**src/sv/afpc_pkg.sv**
```systemverilog
// ----------------------------------------------------------------------------
// afpc_pkg
// Types and constants shared by the animated frame pixel compositor.
// ----------------------------------------------------------------------------
package afpc_pkg;

	localparam int POS_W     = 14;
	localparam int SIZE_W    = 15;
	localparam int CFG_IDX_W = 3;
	localparam int CFG_DATA_W = 64;

	localparam logic [SIZE_W-1:0] CANVAS_MAX = 15'd16384;

	// Configuration register indexes
	localparam logic [CFG_IDX_W-1:0] REG_CANVAS_WIDTH  = 3'd0;
	localparam logic [CFG_IDX_W-1:0] REG_CANVAS_HEIGHT = 3'd1;
	localparam logic [CFG_IDX_W-1:0] REG_CURRENT_RECT  = 3'd2;
	localparam logic [CFG_IDX_W-1:0] REG_PREVIOUS_RECT = 3'd3;
	localparam logic [CFG_IDX_W-1:0] REG_FRAME_FLAGS   = 3'd4;

	typedef struct packed {
		logic [15:0] height;
		logic [15:0] width;
		logic [15:0] top;
		logic [15:0] left;
	} rect_t;

	typedef struct packed {
		logic dispose_bg;
		logic blend;
		logic alpha_used;
		logic key;
	} frame_flags_t;

	typedef struct packed {
		rect_t        cur;
		rect_t        prv;
		frame_flags_t flags;
	} frame_cfg_t;

	typedef struct packed {
		logic [31:0] prev_pixel;
		logic [31:0] decoded_pixel;
	} pixel_in_t;

	typedef struct packed {
		logic [31:0] pixel_out;
		logic        last_pixel;
	} pixel_out_t;

endpackage

```
**src/sv/animated_frame_pixel_compositor.sv**
```systemverilog
// A pixel accepted into the input register is composed combinationally, then
// registered in the result register, which drives result.
// Throughput: one pixel per clock while not stalled by result_ready; the input
// register and the result register each move whenever the next stage is free.
// Reset clears the counters and pipeline valids and sets the canvas to 1x1,
// both rectangles and all frame flags to zero.
// ----------------------------------------------------------------------------
// animated_frame_pixel_compositor
// Raster-order canvas compositor for animated frames: one composed pixel
// per request, with configuration registers for canvas and frame geometry.
// ----------------------------------------------------------------------------
module animated_frame_pixel_compositor import afpc_pkg::*; (
	input  logic                  clk,
	input  logic                  arst_n,
	input  logic                  cfg_valid,
	output logic                  cfg_ready,
	input  logic [CFG_IDX_W-1:0]  cfg_index,
	input  logic [CFG_DATA_W-1:0] cfg_data,
	input  logic                  pixel_valid,
	output logic                  pixel_ready,
	input  pixel_in_t             pixel,
	output logic                  result_valid,
	input  logic                  result_ready,
	output pixel_out_t            result
);

	logic [SIZE_W-1:0] canvas_width_q, canvas_height_q;
	frame_cfg_t        frame_q;
	logic [POS_W-1:0]  col_q, row_q;

	logic              valid_s1;
	pixel_in_t         pixel_s1;
	logic [POS_W-1:0]  col_s1, row_s1;
	logic              last_s1;

	logic              out_valid_q;
	pixel_out_t        out_q;

	logic              out_free, s1_adv, accept;
	logic [SIZE_W-1:0] width_eff, height_eff, col_inc, row_inc;
	logic              line_end, canvas_end;
	logic [31:0]       composed;

	assign cfg_ready = 1'b1;

	always_ff @(posedge clk or negedge arst_n) begin
		if (!arst_n) begin
			canvas_width_q  <= 15'd1;
			canvas_height_q <= 15'd1;
			frame_q         <= '0;
		end else if (cfg_valid && cfg_ready) begin
			case (cfg_index)
				REG_CANVAS_WIDTH:  canvas_width_q  <= cfg_data[SIZE_W-1:0];
				REG_CANVAS_HEIGHT: canvas_height_q <= cfg_data[SIZE_W-1:0];
				REG_CURRENT_RECT:  frame_q.cur     <= rect_t'(cfg_data);
				REG_PREVIOUS_RECT: frame_q.prv     <= rect_t'(cfg_data);
				REG_FRAME_FLAGS:   frame_q.flags   <= frame_flags_t'(cfg_data[3:0]);
				default: ;
			endcase
		end
	end

	// Handshake chain: result register, then input register.
	assign out_free    = !out_valid_q || result_ready;
	assign s1_adv      = valid_s1 && out_free;
	assign pixel_ready = !valid_s1 || out_free;
	assign accept      = pixel_valid && pixel_ready;

	// Size zero acts as one, anything above the maximum as the maximum.
	always_comb begin
		if (canvas_width_q == '0) begin
			width_eff = 15'd1;
		end else if (canvas_width_q > CANVAS_MAX) begin
			width_eff = CANVAS_MAX;
		end else begin
			width_eff = canvas_width_q;
		end
		if (canvas_height_q == '0) begin
			height_eff = 15'd1;
		end else if (canvas_height_q > CANVAS_MAX) begin
			height_eff = CANVAS_MAX;
		end else begin
			height_eff = canvas_height_q;
		end
	end

	assign col_inc    = {1'b0, col_q} + 15'd1;
	assign row_inc    = {1'b0, row_q} + 15'd1;
	assign line_end   = col_inc >= width_eff;
	assign canvas_end = line_end && (row_inc >= height_eff);

	always_ff @(posedge clk or negedge arst_n) begin
		if (!arst_n) begin
			col_q <= '0;
			row_q <= '0;
		end else if (accept) begin
			if (line_end) begin
				col_q <= '0;
				row_q <= canvas_end ? '0 : row_inc[POS_W-1:0];
			end else begin
				col_q <= col_inc[POS_W-1:0];
			end
		end
	end

	always_ff @(posedge clk or negedge arst_n) begin
		if (!arst_n) begin
			valid_s1 <= 1'b0;
		end else if (pixel_ready) begin
			valid_s1 <= pixel_valid;
		end
	end

	always_ff @(posedge clk) begin
		if (accept) begin
			pixel_s1 <= pixel;
			col_s1   <= col_q;
			row_s1   <= row_q;
			last_s1  <= canvas_end;
		end
	end

	afpc_compose u_compose (
		.frame         (frame_q),
		.col           (col_s1),
		.row           (row_s1),
		.prev_pixel    (pixel_s1.prev_pixel),
		.decoded_pixel (pixel_s1.decoded_pixel),
		.pixel_out     (composed)
	);

	always_ff @(posedge clk or negedge arst_n) begin
		if (!arst_n) begin
			out_valid_q <= 1'b0;
		end else if (out_free) begin
			out_valid_q <= valid_s1;
		end
	end

	always_ff @(posedge clk) begin
		if (s1_adv) begin
			out_q.pixel_out  <= composed;
			out_q.last_pixel <= last_s1;
		end
	end

	assign result_valid = out_valid_q;
	assign result       = out_q;

endmodule

```
**src/sv/afpc_compose.sv**
```systemverilog
// ----------------------------------------------------------------------------
// afpc_compose
// Combinational composition of one canvas pixel from the previous canvas
// pixel, the decoded pixel and the frame rectangles at a given position.
// ----------------------------------------------------------------------------
module afpc_compose import afpc_pkg::*; (
	input  frame_cfg_t       frame,
	input  logic [POS_W-1:0] col,
	input  logic [POS_W-1:0] row,
	input  logic [31:0]      prev_pixel,
	input  logic [31:0]      decoded_pixel,
	output logic [31:0]      pixel_out
);

	logic [16:0] cur_right, cur_bottom, prv_right, prv_bottom;
	logic [16:0] col_x, row_x;
	logic        in_cur, in_prv, covered, zero_alpha;

	// Right and bottom edges carry one extra bit so they never wrap.
	assign cur_right  = {1'b0, frame.cur.left} + {1'b0, frame.cur.width};
	assign cur_bottom = {1'b0, frame.cur.top}  + {1'b0, frame.cur.height};
	assign prv_right  = {1'b0, frame.prv.left} + {1'b0, frame.prv.width};
	assign prv_bottom = {1'b0, frame.prv.top}  + {1'b0, frame.prv.height};

	assign col_x = {3'b000, col};
	assign row_x = {3'b000, row};

	assign in_cur = (col_x >= {1'b0, frame.cur.left}) && (col_x < cur_right) &&
	                (row_x >= {1'b0, frame.cur.top})  && (row_x < cur_bottom);
	assign in_prv = (col_x >= {1'b0, frame.prv.left}) && (col_x < prv_right) &&
	                (row_x >= {1'b0, frame.prv.top})  && (row_x < prv_bottom);

	assign covered = (!frame.flags.alpha_used || !frame.flags.blend) &&
	                 (frame.cur.left <= frame.prv.left) && (prv_right <= cur_right) &&
	                 (frame.cur.top <= frame.prv.top) && (prv_bottom <= cur_bottom);

	assign zero_alpha = (decoded_pixel[31:24] == 8'h00);

	always_comb begin
		if (frame.flags.key) begin
			pixel_out = 32'h0;
		end else if (frame.flags.dispose_bg && !covered && in_prv) begin
			pixel_out = 32'h0;
		end else begin
			pixel_out = prev_pixel;
		end
		if (in_cur) begin
			pixel_out = decoded_pixel;
			// Blended transparent pixel shows the old canvas unless key or disposed.
			if (frame.flags.blend && !frame.flags.key && zero_alpha &&
			    (!frame.flags.dispose_bg || !in_prv)) begin
				pixel_out = prev_pixel;
			end
		end
	end

endmodule

```
**config.mk**
```make
export PLATFORM = sky130hd
export DESIGN_NAME = animated_frame_pixel_compositor
export DESIGN_NICKNAME = d
export VERILOG_FILES = /design/src/sv/afpc_pkg.sv /design/src/sv/animated_frame_pixel_compositor.sv /design/src/sv/afpc_compose.sv
export SDC_FILE = /design/constraint.sdc
export NUM_CORES = 1
export LEC_CHECK = 0
export BUFFER_PORTS_ARGS = -buffer_cell sky130_fd_sc_hd__buf_2
export CAP_MARGIN = 20
export CORE_ASPECT_RATIO = 0.6
export CORE_MARGIN = 1
export CORE_UTILIZATION = 30
export CTS_CLUSTER_DIAMETER = 120
export CTS_CLUSTER_SIZE = 10
export DETAILED_ROUTE_END_ITERATION = 10
export PLACE_DENSITY = 0.45
export SLEW_MARGIN = 40
export SYNTH_ARGS = -nofsm -noshare
export SYNTH_HDL_FRONTEND = slang
export SYNTH_SLANG_ARGS = --single-unit
```
**constraint.sdc**
```tcl
create_clock -name clk -period 14.8 [get_ports clk]
set_clock_uncertainty 0.15 [all_clocks]
set_input_delay 0 -clock clk [delete_from_list [all_inputs] [get_ports clk]]
set_output_delay 0 -clock clk [all_outputs]
set_load 0.03 [all_outputs]
```
Word-level counts from Yosys, hierarchy flattened --
Cells that the tools add are included.
Word-level totals: register bits 318, latch bits 0, RAM bits 0, memory bits (read-only) 0, output and inout port bits 36, logic and storage cells 101, memories kept 0
Cells by class: add/sub/neg operators 6, multiply operators 0, divide/modulo/power cells 0, magnitude comparators 16, equality and inequality tests 4, shifts and indexed selects 0, multiplexer cells 10, bitwise logic cells 0, reductions and logical operators 40
Operators with widths (number):
- $mux W32 | 4
- $add A16 B16 Y17 | 4
- $lt A14 B17 Y1 | 4
- $ge A14 B16 Y1 | 4
- $mux W15 | 4
- $le A17 B17 Y1 | 2
- $le A16 B16 Y1 | 2
- $add A14 B1 Y15 const B | 2
- $ge A15 B15 Y1 | 2
- $gt A15 B15 Y1 const B | 2
- $logic_not A15 Y1 | 2
- $mux W14 | 2
- $logic_and A1 B1 Y1 | 18
- $reduce_and A2 Y1 | 6
- $logic_not A1 Y1 | 8
- $logic_not A8 Y1 | 1
- $eq A3 B2 Y1 const B | 2
- $logic_or A1 B1 Y1 | 4
- $eq A3 B1 Y1 const B | 1
- $eq A3 B3 Y1 const B | 1
- $logic_not A3 Y1 | 1

Depth between registers and ports, before layout --
Gate-level depths: netlist of the first run.
depth in word-level cells 12, mapped depth 23, gate-level depth less buffers 21

Cells and area by module --
From an unflattened synthesis of the first run, not the netlist that was laid out.
Unflattened totals: cell total of the unflattened synthesis 1775, area total of the unflattened synthesis 20123.0 um2
Modules (own cells, without submodules):
- animated_frame_pixel_compositor | instances 1, cells each 760, area an instance 12324.3 um2
- afpc_compose | instances 1, cells each 1015, area an instance 7798.7 um2

Least setup slack after synthesis of the first run --
Ideal clock, no wire load.
kind register to register, start point register frame_q[20] in the netlist's numbering, end point register out_q (netlist bit result[14]) (data pin), arrival time 4.395 ns, required time 14.485 ns, setup slack 10.091 ns, stages on the path, launching flop included 23, path buffers 1, clock period less this slack 4.709 ns, path through dfrtp_1 > ha_1 > fa_1 > a211oi_1 > o21ai_0 > o21ai_0 > nor2b_1 > o21ai_0 > nand2b_1 > a21o_1 > a21o_1 > xor2_1 > ha_1 > a21oi_1 > o21ai_0 > a211oi_1 > o21ai_0 > a222oi_1 > nand3_2 > o31ai_4 > a31oi_4 > buf_6 > o31ai_2
On the way: word-level cells in the longest chain between the ends 9
RTL lines:
- from (decl) | RTL line animated_frame_pixel_compositor.sv:28 | frame_cfg_t frame_q;
- $add A16 B16 Y17 or $le A16 B16 Y1 (tied branches) | RTL line afpc_compose.sv:23, afpc_compose.sv:35
- $le A17 B17 Y1 or $logic_and A1 B1 Y1 (tied branches) | RTL line afpc_compose.sv:35, afpc_compose.sv:34
- $logic_and A1 B1 Y1 | RTL line afpc_compose.sv:35 | (frame.cur.top <= frame.prv.top) && (prv_bottom <= cur_bottom);
- $logic_not A1 Y1 | RTL line afpc_compose.sv:42 | end else if (frame.flags.dispose_bg && !covered && in_prv) begin
- $logic_and A1 B1 Y1 (2 in series) | RTL line afpc_compose.sv:42
- $mux W32 | RTL line afpc_compose.sv:42
- $mux W32 | RTL line afpc_compose.sv:40 | if (frame.flags.key) begin
- $mux W32 (*) | RTL line afpc_compose.sv:47 | if (in_cur) begin
- named net composed[13] | RTL line animated_frame_pixel_compositor.sv:42 | logic [31:0] composed;
- to (decl) | RTL line animated_frame_pixel_compositor.sv:37 | pixel_out_t out_q;
The timed path passes the listed nets; every way through them passes the cells marked *. A chain may end at the register's enable or synchronous reset.

Worst setup path in the final report of the first run --
start point register frame_q[68] in the netlist's numbering, end point register out_q (netlist bit result[2]) (data pin)
On the way: word-level cells in the longest chain between the ends 11
RTL lines:
- $add A16 B16 Y17 or $le A16 B16 Y1 (tied branches) | RTL line afpc_compose.sv:20, afpc_compose.sv:34
- $le A17 B17 Y1 or $logic_and A1 B1 Y1 (tied branches) | RTL line afpc_compose.sv:34, afpc_compose.sv:33
- $logic_and A1 B1 Y1 (2 in series) | RTL line afpc_compose.sv:34 | (frame.cur.left <= frame.prv.left) && (prv_right <= cur_right) &&
- $logic_and A1 B1 Y1 | RTL line afpc_compose.sv:35
- $logic_not A1 Y1 | RTL line afpc_compose.sv:42
- $logic_and A1 B1 Y1 (2 in series) | RTL line afpc_compose.sv:42
- $mux W32 | RTL line afpc_compose.sv:42
- $mux W32 | RTL line afpc_compose.sv:40
- $mux W32 (*) | RTL line afpc_compose.sv:47
- named net composed[1] | RTL line animated_frame_pixel_compositor.sv:42
Marks and branches as above.

==> results of run 1 <==
==> path summary, 6_finish.rpt <==
path / startpoint / endpoint / slack [ns] / cells past startpoint
max: frame_q[68] / result[2] / 8.81 / 21
min: pixel[33] / pixel_s1[33] / 0.03 / 2
max reg2reg: frame_q[68] / result[2] / 8.81 / 21
min reg2reg: last_s1 / result[0] / 0.28 / 0
max in group asynchronous: arst_n / frame_q[104] / 13.42 / 4
min in group asynchronous: arst_n / canvas_width_q[0] / 0.41 / 3
==> sequential cells by signal, indices dropped and copies added (netlist names) <==
register / count
result_valid: 1
canvas_width_q: 15
frame_q: 132
pixel_s1: 64
row_s1: 14
row_q: 14
canvas_height_q: 15
last_s1: 1
col_s1: 14
valid_s1: 1
result: 33
col_q: 14
==> power breakdown <==
group	switching, mW	total (mW)	internal, mW
clock network	0.379	0.851	0.473
logic	1.09	1.90	0.810
registers	0.161	1.24	1.08
==> through the flow <==
stage | setup WS [ns] | hold WS (ns) | util | cells | total power, mW
after floorplan | 10.09 | -0.446 | - | 1882 | 2.54
after global placement | 9.01 | -0.0983 | 0.333 | 2920 | 3.05
after detailed placement | 8.85 | -0.0942 | 0.334 | 2921 | 3.08
after CTS | 8.82 | 0.0000590 | 0.381 | 3186 | 4.01
after global routing | 8.43 | 0.00893 | 0.381 | 3186 | 4.33
final | 8.81 | 0.0270 | 0.381 | 3187 | 4.00
==> worst max-delay path: cells and delay by family, from the launching register on <==
family          cells  cell delay [ns]
buf+inv             2             0.89
flops               1             0.41
xor+xnor            1             0.27
simple gates        4             0.46
compound gates     11             2.45
fa+ha+maj           3             1.02
==> kinds of logic after synthesis <==
| family | Yosys count | share of synthesized area |
|---|---|---|
| other | 1 | 0.000185 |
| and+or+nand+nor | 436 | 0.105 |
| xor gates and xnor gates | 73 | 0.0316 |
| muxes | 135 | 0.0748 |
| DFF | 318 | 0.424 |
| buffers and inverters | 203 | 0.0399 |
| adders and majority gates | 270 | 0.168 |
| AOI/OAI and AO/OA | 446 | 0.156 |
==> routing by layer <==
| layer | wire (um) | track usage | up-vias |
|---|---|---|---|
| li1 | - | - | 7713 |
| met1 | 33900 | 0.298 | 7749 |
| met2 | 23400 | 0.240 | 350 |
| met3 | 3810 | 0.0355 | 50 |
| met4 | 813 | 0.0312 | 0 |
| met5 | 0 | 0 | - |
==> synth_stat cells (all sizes together), types with 39 or more instances <==
cell / n
dfrtp: 190
o31ai: 39
ha: 266
a21oi: 87
inv: 158
a21o: 42
nand3: 66
edfxtp: 126
mux2: 131
nor2: 66
nand2: 138
o21ai: 120
==> final cells by class <==
type	instances	area, um2	share of cell area
tap	900	1130	0.0445
clock inverter	3	41.3	0.00163
sequential	318	8590	0.339
antenna	1	2.50	0.0000988
inverter	158	596	0.0235
multi-input combinational	1361	10900	0.431
clock buffer	60	1020	0.0404
timing repair buffer	386	3030	0.120
==> repair_timing <==
action | 4_1_cts | 5_1_grt
buffers inserted | 0 | 0
endpoints found under the hold margin | 361 | 0
hold buffers | 202 | 0
==> flow_summary.ini, run 1 <==
[setup_path]
path_class = flip-flop to flip-flop
worstSetupEndpointType = flip-flop
crit_path_max_incr_delay_ns = 0.50
crit_arrival_ns = 6.12
critPathRequiredTime_ns = 14.93
critPathLaunchType = flip-flop
worstPathCellList = ha_1 > fa_1 > a211oi_1 > o21ba_2 > nor2_1 > o21ai_0 > nand2b_1 > a21oi_1 > xor2_1 > ha_1 > nand3_1 > o221ai_1 > a221oi_1 > a211oi_1 > o2111ai_1 > a211oi_1 > a311oi_4 > buf_4 > and2_1 > buf_4 > o31ai_1
cp_common_cell = a211oi_1
slowest_stage = buf_4
worstPathMaxFanout = 41

[timing]
period_needed_ns = 5.99
report.final.slew_viol_count = 0
tns_ns = 0
rsz0062_at_grt = false
final-hold-violation-count = 0
slew_headroom = 0.467
final.period_utilization = 0.405
tightest_slew_ns = 0.799
fmax_mhz = 167
finalSetupViolCount = 0

[detailed_routing]
via_per_inst = 4.98
drc = 0
antenna_left = 0
drtPass1Iterations = 6
vias = 15900
wl_per_cell_um = 19.4
drt_iter0_drc = 1189
totalWireLength_mm = 61.9

[yosys]
ys.flop_type = dfrtp_1
synthTopCellsByArea = dfrtp_1, edfxtp_1, ha_1, mux2_2, inv_1
ys_seq_area_frac = 0.424
ys_async_sr_fraction = 0.604
synth_top_area_frac = 0.235
yosysWarnings = 0
syn-cell-area_mm2 = 0.0203
synth-seq-cells = 318
yosysTopAreaCell = dfrtp_1
synth_edf_count = 126
synth_cell_types = 80
syn_area_per_cell_um2 = 10.8
synth_cells = 1882
syn-num-nets = 2288

[layout]
nets = 2668
final_area_mm2 = 0.0253
final_cell_mix = ha_1, dlygate4sd3_1, dfrtp_1, buf_2, inv_1
drive_above_1_share = 0.185
area_delta_synth_final_pct = 25.0
final_common_cell = ha_1
fillers = 6592

[placement]
dp_hpwl_mm = 46.4
gp_congestion = 0.888
place.port_buffers = 170
placed_area_mm2 = 0.0222

[power_and_ir_drop]
p_leak_nw = 11.4
ir_worst_vdd_v = 0.0000735
power.density_mw_per_mm2 = 158

[die]
initial_core_util = 0.305
die_w_um = 337
die_h_um = 203
dieArea_mm2 = 0.0686
core_mm2 = 0.0665
io_pins = 172
rows = 73

[run]
drv_cap = 0

[clock_network]
clkTransAtPathRegs_ns = 0.06
cts_tree = yes
ctsRootBufferMaster = clkbuf_16
numCtsBuffers = 37
clockBufferDepth = 3
cts_sinks = 318
post_cts_resized = 0
htreeDepth = 2
clk_latency_ns = 0.57

[hold_path]
hold_class = primary input to flip-flop

[global_routing]
grt_use_total = 0.182
grt_pass1_vias = 15700
grt_pass1_wl_mm = 94.9
overflow = 0
grt_max_degree = 70
antenna_found_initial = 1

[status]
status = completed
No activity file was read; power rests on OpenSTA's default activity.
==> run 2: changes to the inputs <==
Settings changed: PLACE_DENSITY 0.45 to 0.46.
Clock period 14.8 ns to 4.91 ns, I/O delays scaled along.
==> flow_summary.ini, run 2 (synthesized netlist as in run 1, its figures left out) <==
[setup_path]
worstSetupEndpointType = flip-flop
path_class = flip-flop to flip-flop
worstPathMaxFanout = 8
cp_common_cell = buf_4
crit_arrival_ns = 5.37
critPathLaunchType = flip-flop
worstPathCellList = ha_2 > buf_4 > buf_4 > a211oi_2 > nor2_1 > o31a_1 > o41ai_2 > buf_4 > buf_4 > o21ba_2 > xor2_2 > ha_1 > nand2_1 > nor4_2 > nand2_1 > a222oi_1 > buf_4 > nand3_4 > o31ai_4 > a31oi_4 > buf_6 > buf_16 > o31ai_2
cp.buffers_inverters = 7
critPathTopFamily = compound AO/OA/AOI/OAI gates
critPathRequiredTime_ns = 5.15
slowest_stage = a222oi_1
crit_path_max_incr_delay_ns = 0.42

[layout]
final_area_mm2 = 0.0266
final_util = 0.400
drive_above_1_share = 0.241
largest_reg_flops = 132
largest_register = frame_q
fillers = 6466
nets = 2750
final_common_cell = ha_1
area_delta_synth_final_pct = 31.3
final_cell_mix = ha_1, dlygate4sd3_1, dfrtp_1, buf_2, inv_1

[die]
die_w_um = 337
core_mm2 = 0.0665
dieArea_mm2 = 0.0686
io_pins = 172
rows = 73
die_h_um = 203
initial_core_util = 0.305

[clock_network]
cts_tree = yes
clkTransAtPathRegs_ns = 0.06
numCtsBuffers = 37
htreeDepth = 2
ctsRootBufferMaster = clkbuf_16
cts_sinks = 318
clockBufferDepth = 3
clk_latency_ns = 0.57

[detailed_routing]
drtPass1Iterations = 5
wl_per_cell_um = 19.7
totalWireLength_mm = 64.4
drc = 0
via_per_inst = 4.97
antenna_left = 0
drt_iter0_drc = 1100
vias = 16200

[power_and_ir_drop]
total_power_mw = 13.0
ir_worst_vdd_v = 0.000211
power.density_mw_per_mm2 = 489
p_leak_nw = 11.9

[placement]
gp_congestion = 0.869
dp_hpwl_mm = 47.3
placed_area_mm2 = 0.0227
place.port_buffers = 170

[run]
drv_cap = 0

[timing]
tns_ns = -5.28
rsz0062_at_grt = true
fmax_mhz = 195
worst_slack_ns = -0.225
period_needed_ns = 5.13
finalSetupViolCount = 32
final.period_utilization = 1.05
slew_headroom = 0.538
tightest_slew_ns = 0.694
report.final.slew_viol_count = 0
final-hold-violation-count = 0

[global_routing]
antenna_found_initial = 2
grt_use_total = 0.186
overflow = 0
grt_max_degree = 103
grt_pass1_wl_mm = 96.8
grt_pass1_vias = 16000

[status]
status = finished, violations left
failed_checks = negative setup slack

[hold_path]
hold_class = primary input to flip-flop
==> run 2: cell count changes in the layout (fill, tap and decap cells not counted), moves of 8 or more <==
cell / before / now
a211oi_2: 3 / 12
o21ai_0: 115 / 104
buf_4: 9 / 86
o31ai_2: 29 / 10
a21oi_1: 87 / 79
a211oi_1: 23 / 14
a21oi_2: 0 / 8
o31ai_4: 2 / 22
==> run 2: metrics by stage <==
stage               hold WS, ns  worst slack [ns]  instances
floorplan                -0.446             0.201       1882
global placement        -0.0299            -0.380       2983
detailed placement      -0.0226            -0.540       2983
CTS                   0.0000263            -0.275       3257
global route             0.0116            -0.466       3266
finish                   0.0291            -0.225       3267
==> run 2: metal layers <==
metal / wire [um] / track usage / share of wire
met1: 35800 / 0.308 / 0.56
met2: 24600 / 0.248 / 0.38
met3: 3190 / 0.0297 / 0.049
met4: 726 / 0.0331 / 0.011
met5: 0 / 0 / 0
==> run 2: area by class of cell <==
class | instances | area (um2) | share of cell area
multi-input combinational | 1361 | 11400 | 0.429
sequential | 318 | 8590 | 0.323
timing repair buffer | 468 | 3790 | 0.143
tap | 900 | 1130 | 0.0423
clock buffer | 60 | 1060 | 0.0400
inverter | 158 | 596 | 0.0224
clock inverter | 1 | 8.76 | 0.000329
antenna | 1 | 2.50 | 0.0000941
==> run 2: what timing repair did <==
item / in CTS / in global routing
pin swaps: 50 / 39
endpoints found under the setup margin: 32 / 32
hold buffers: 196 / 0
setup buffers: 13 / 9
endpoints found under the hold margin: 318 / 0
gates resized for setup: 68 / 41
gates cloned: 4 / 2
==> run 2: power breakdown <==
part | leakage (nW) | total, mW | internal (mW) | switching (mW)
Sequential | 3.57 | 3.74 | 3.26 | 0.481
Clock | 0.516 | 2.62 | 1.47 | 1.15
Combinational | 7.84 | 6.63 | 3.05 | 3.59
==> run 2: worst paths after layout <==
| path | from | endpoint | slack (ns) | cells past startpoint |
|---|---|---|---|---|
| worst max register to register | frame_q[84] | result[17] | -0.22 | 23 |
| min in group asynchronous | arst_n | frame_q[120] | 0.31 | 3 |
| max in group asynchronous | arst_n | frame_q[127] | 3.42 | 4 |
| worst min-delay path | pixel[7] | pixel_s1[7] | 0.03 | 2 |
| worst min register to register | last_s1 | result[0] | 0.28 | 0 |
| worst max-delay path | frame_q[84] | result[17] | -0.22 | 23 |
==> run 2: worst register-to-register path: cells and delay by family (launching register included) <==
kind,cells,cell delay [ns]
xor+xnor,1,0.26
compound gates,8,2.01
fa+ha+maj,2,0.37
flops,1,0.38
buf+inv,7,1.12
simple gates,5,0.68
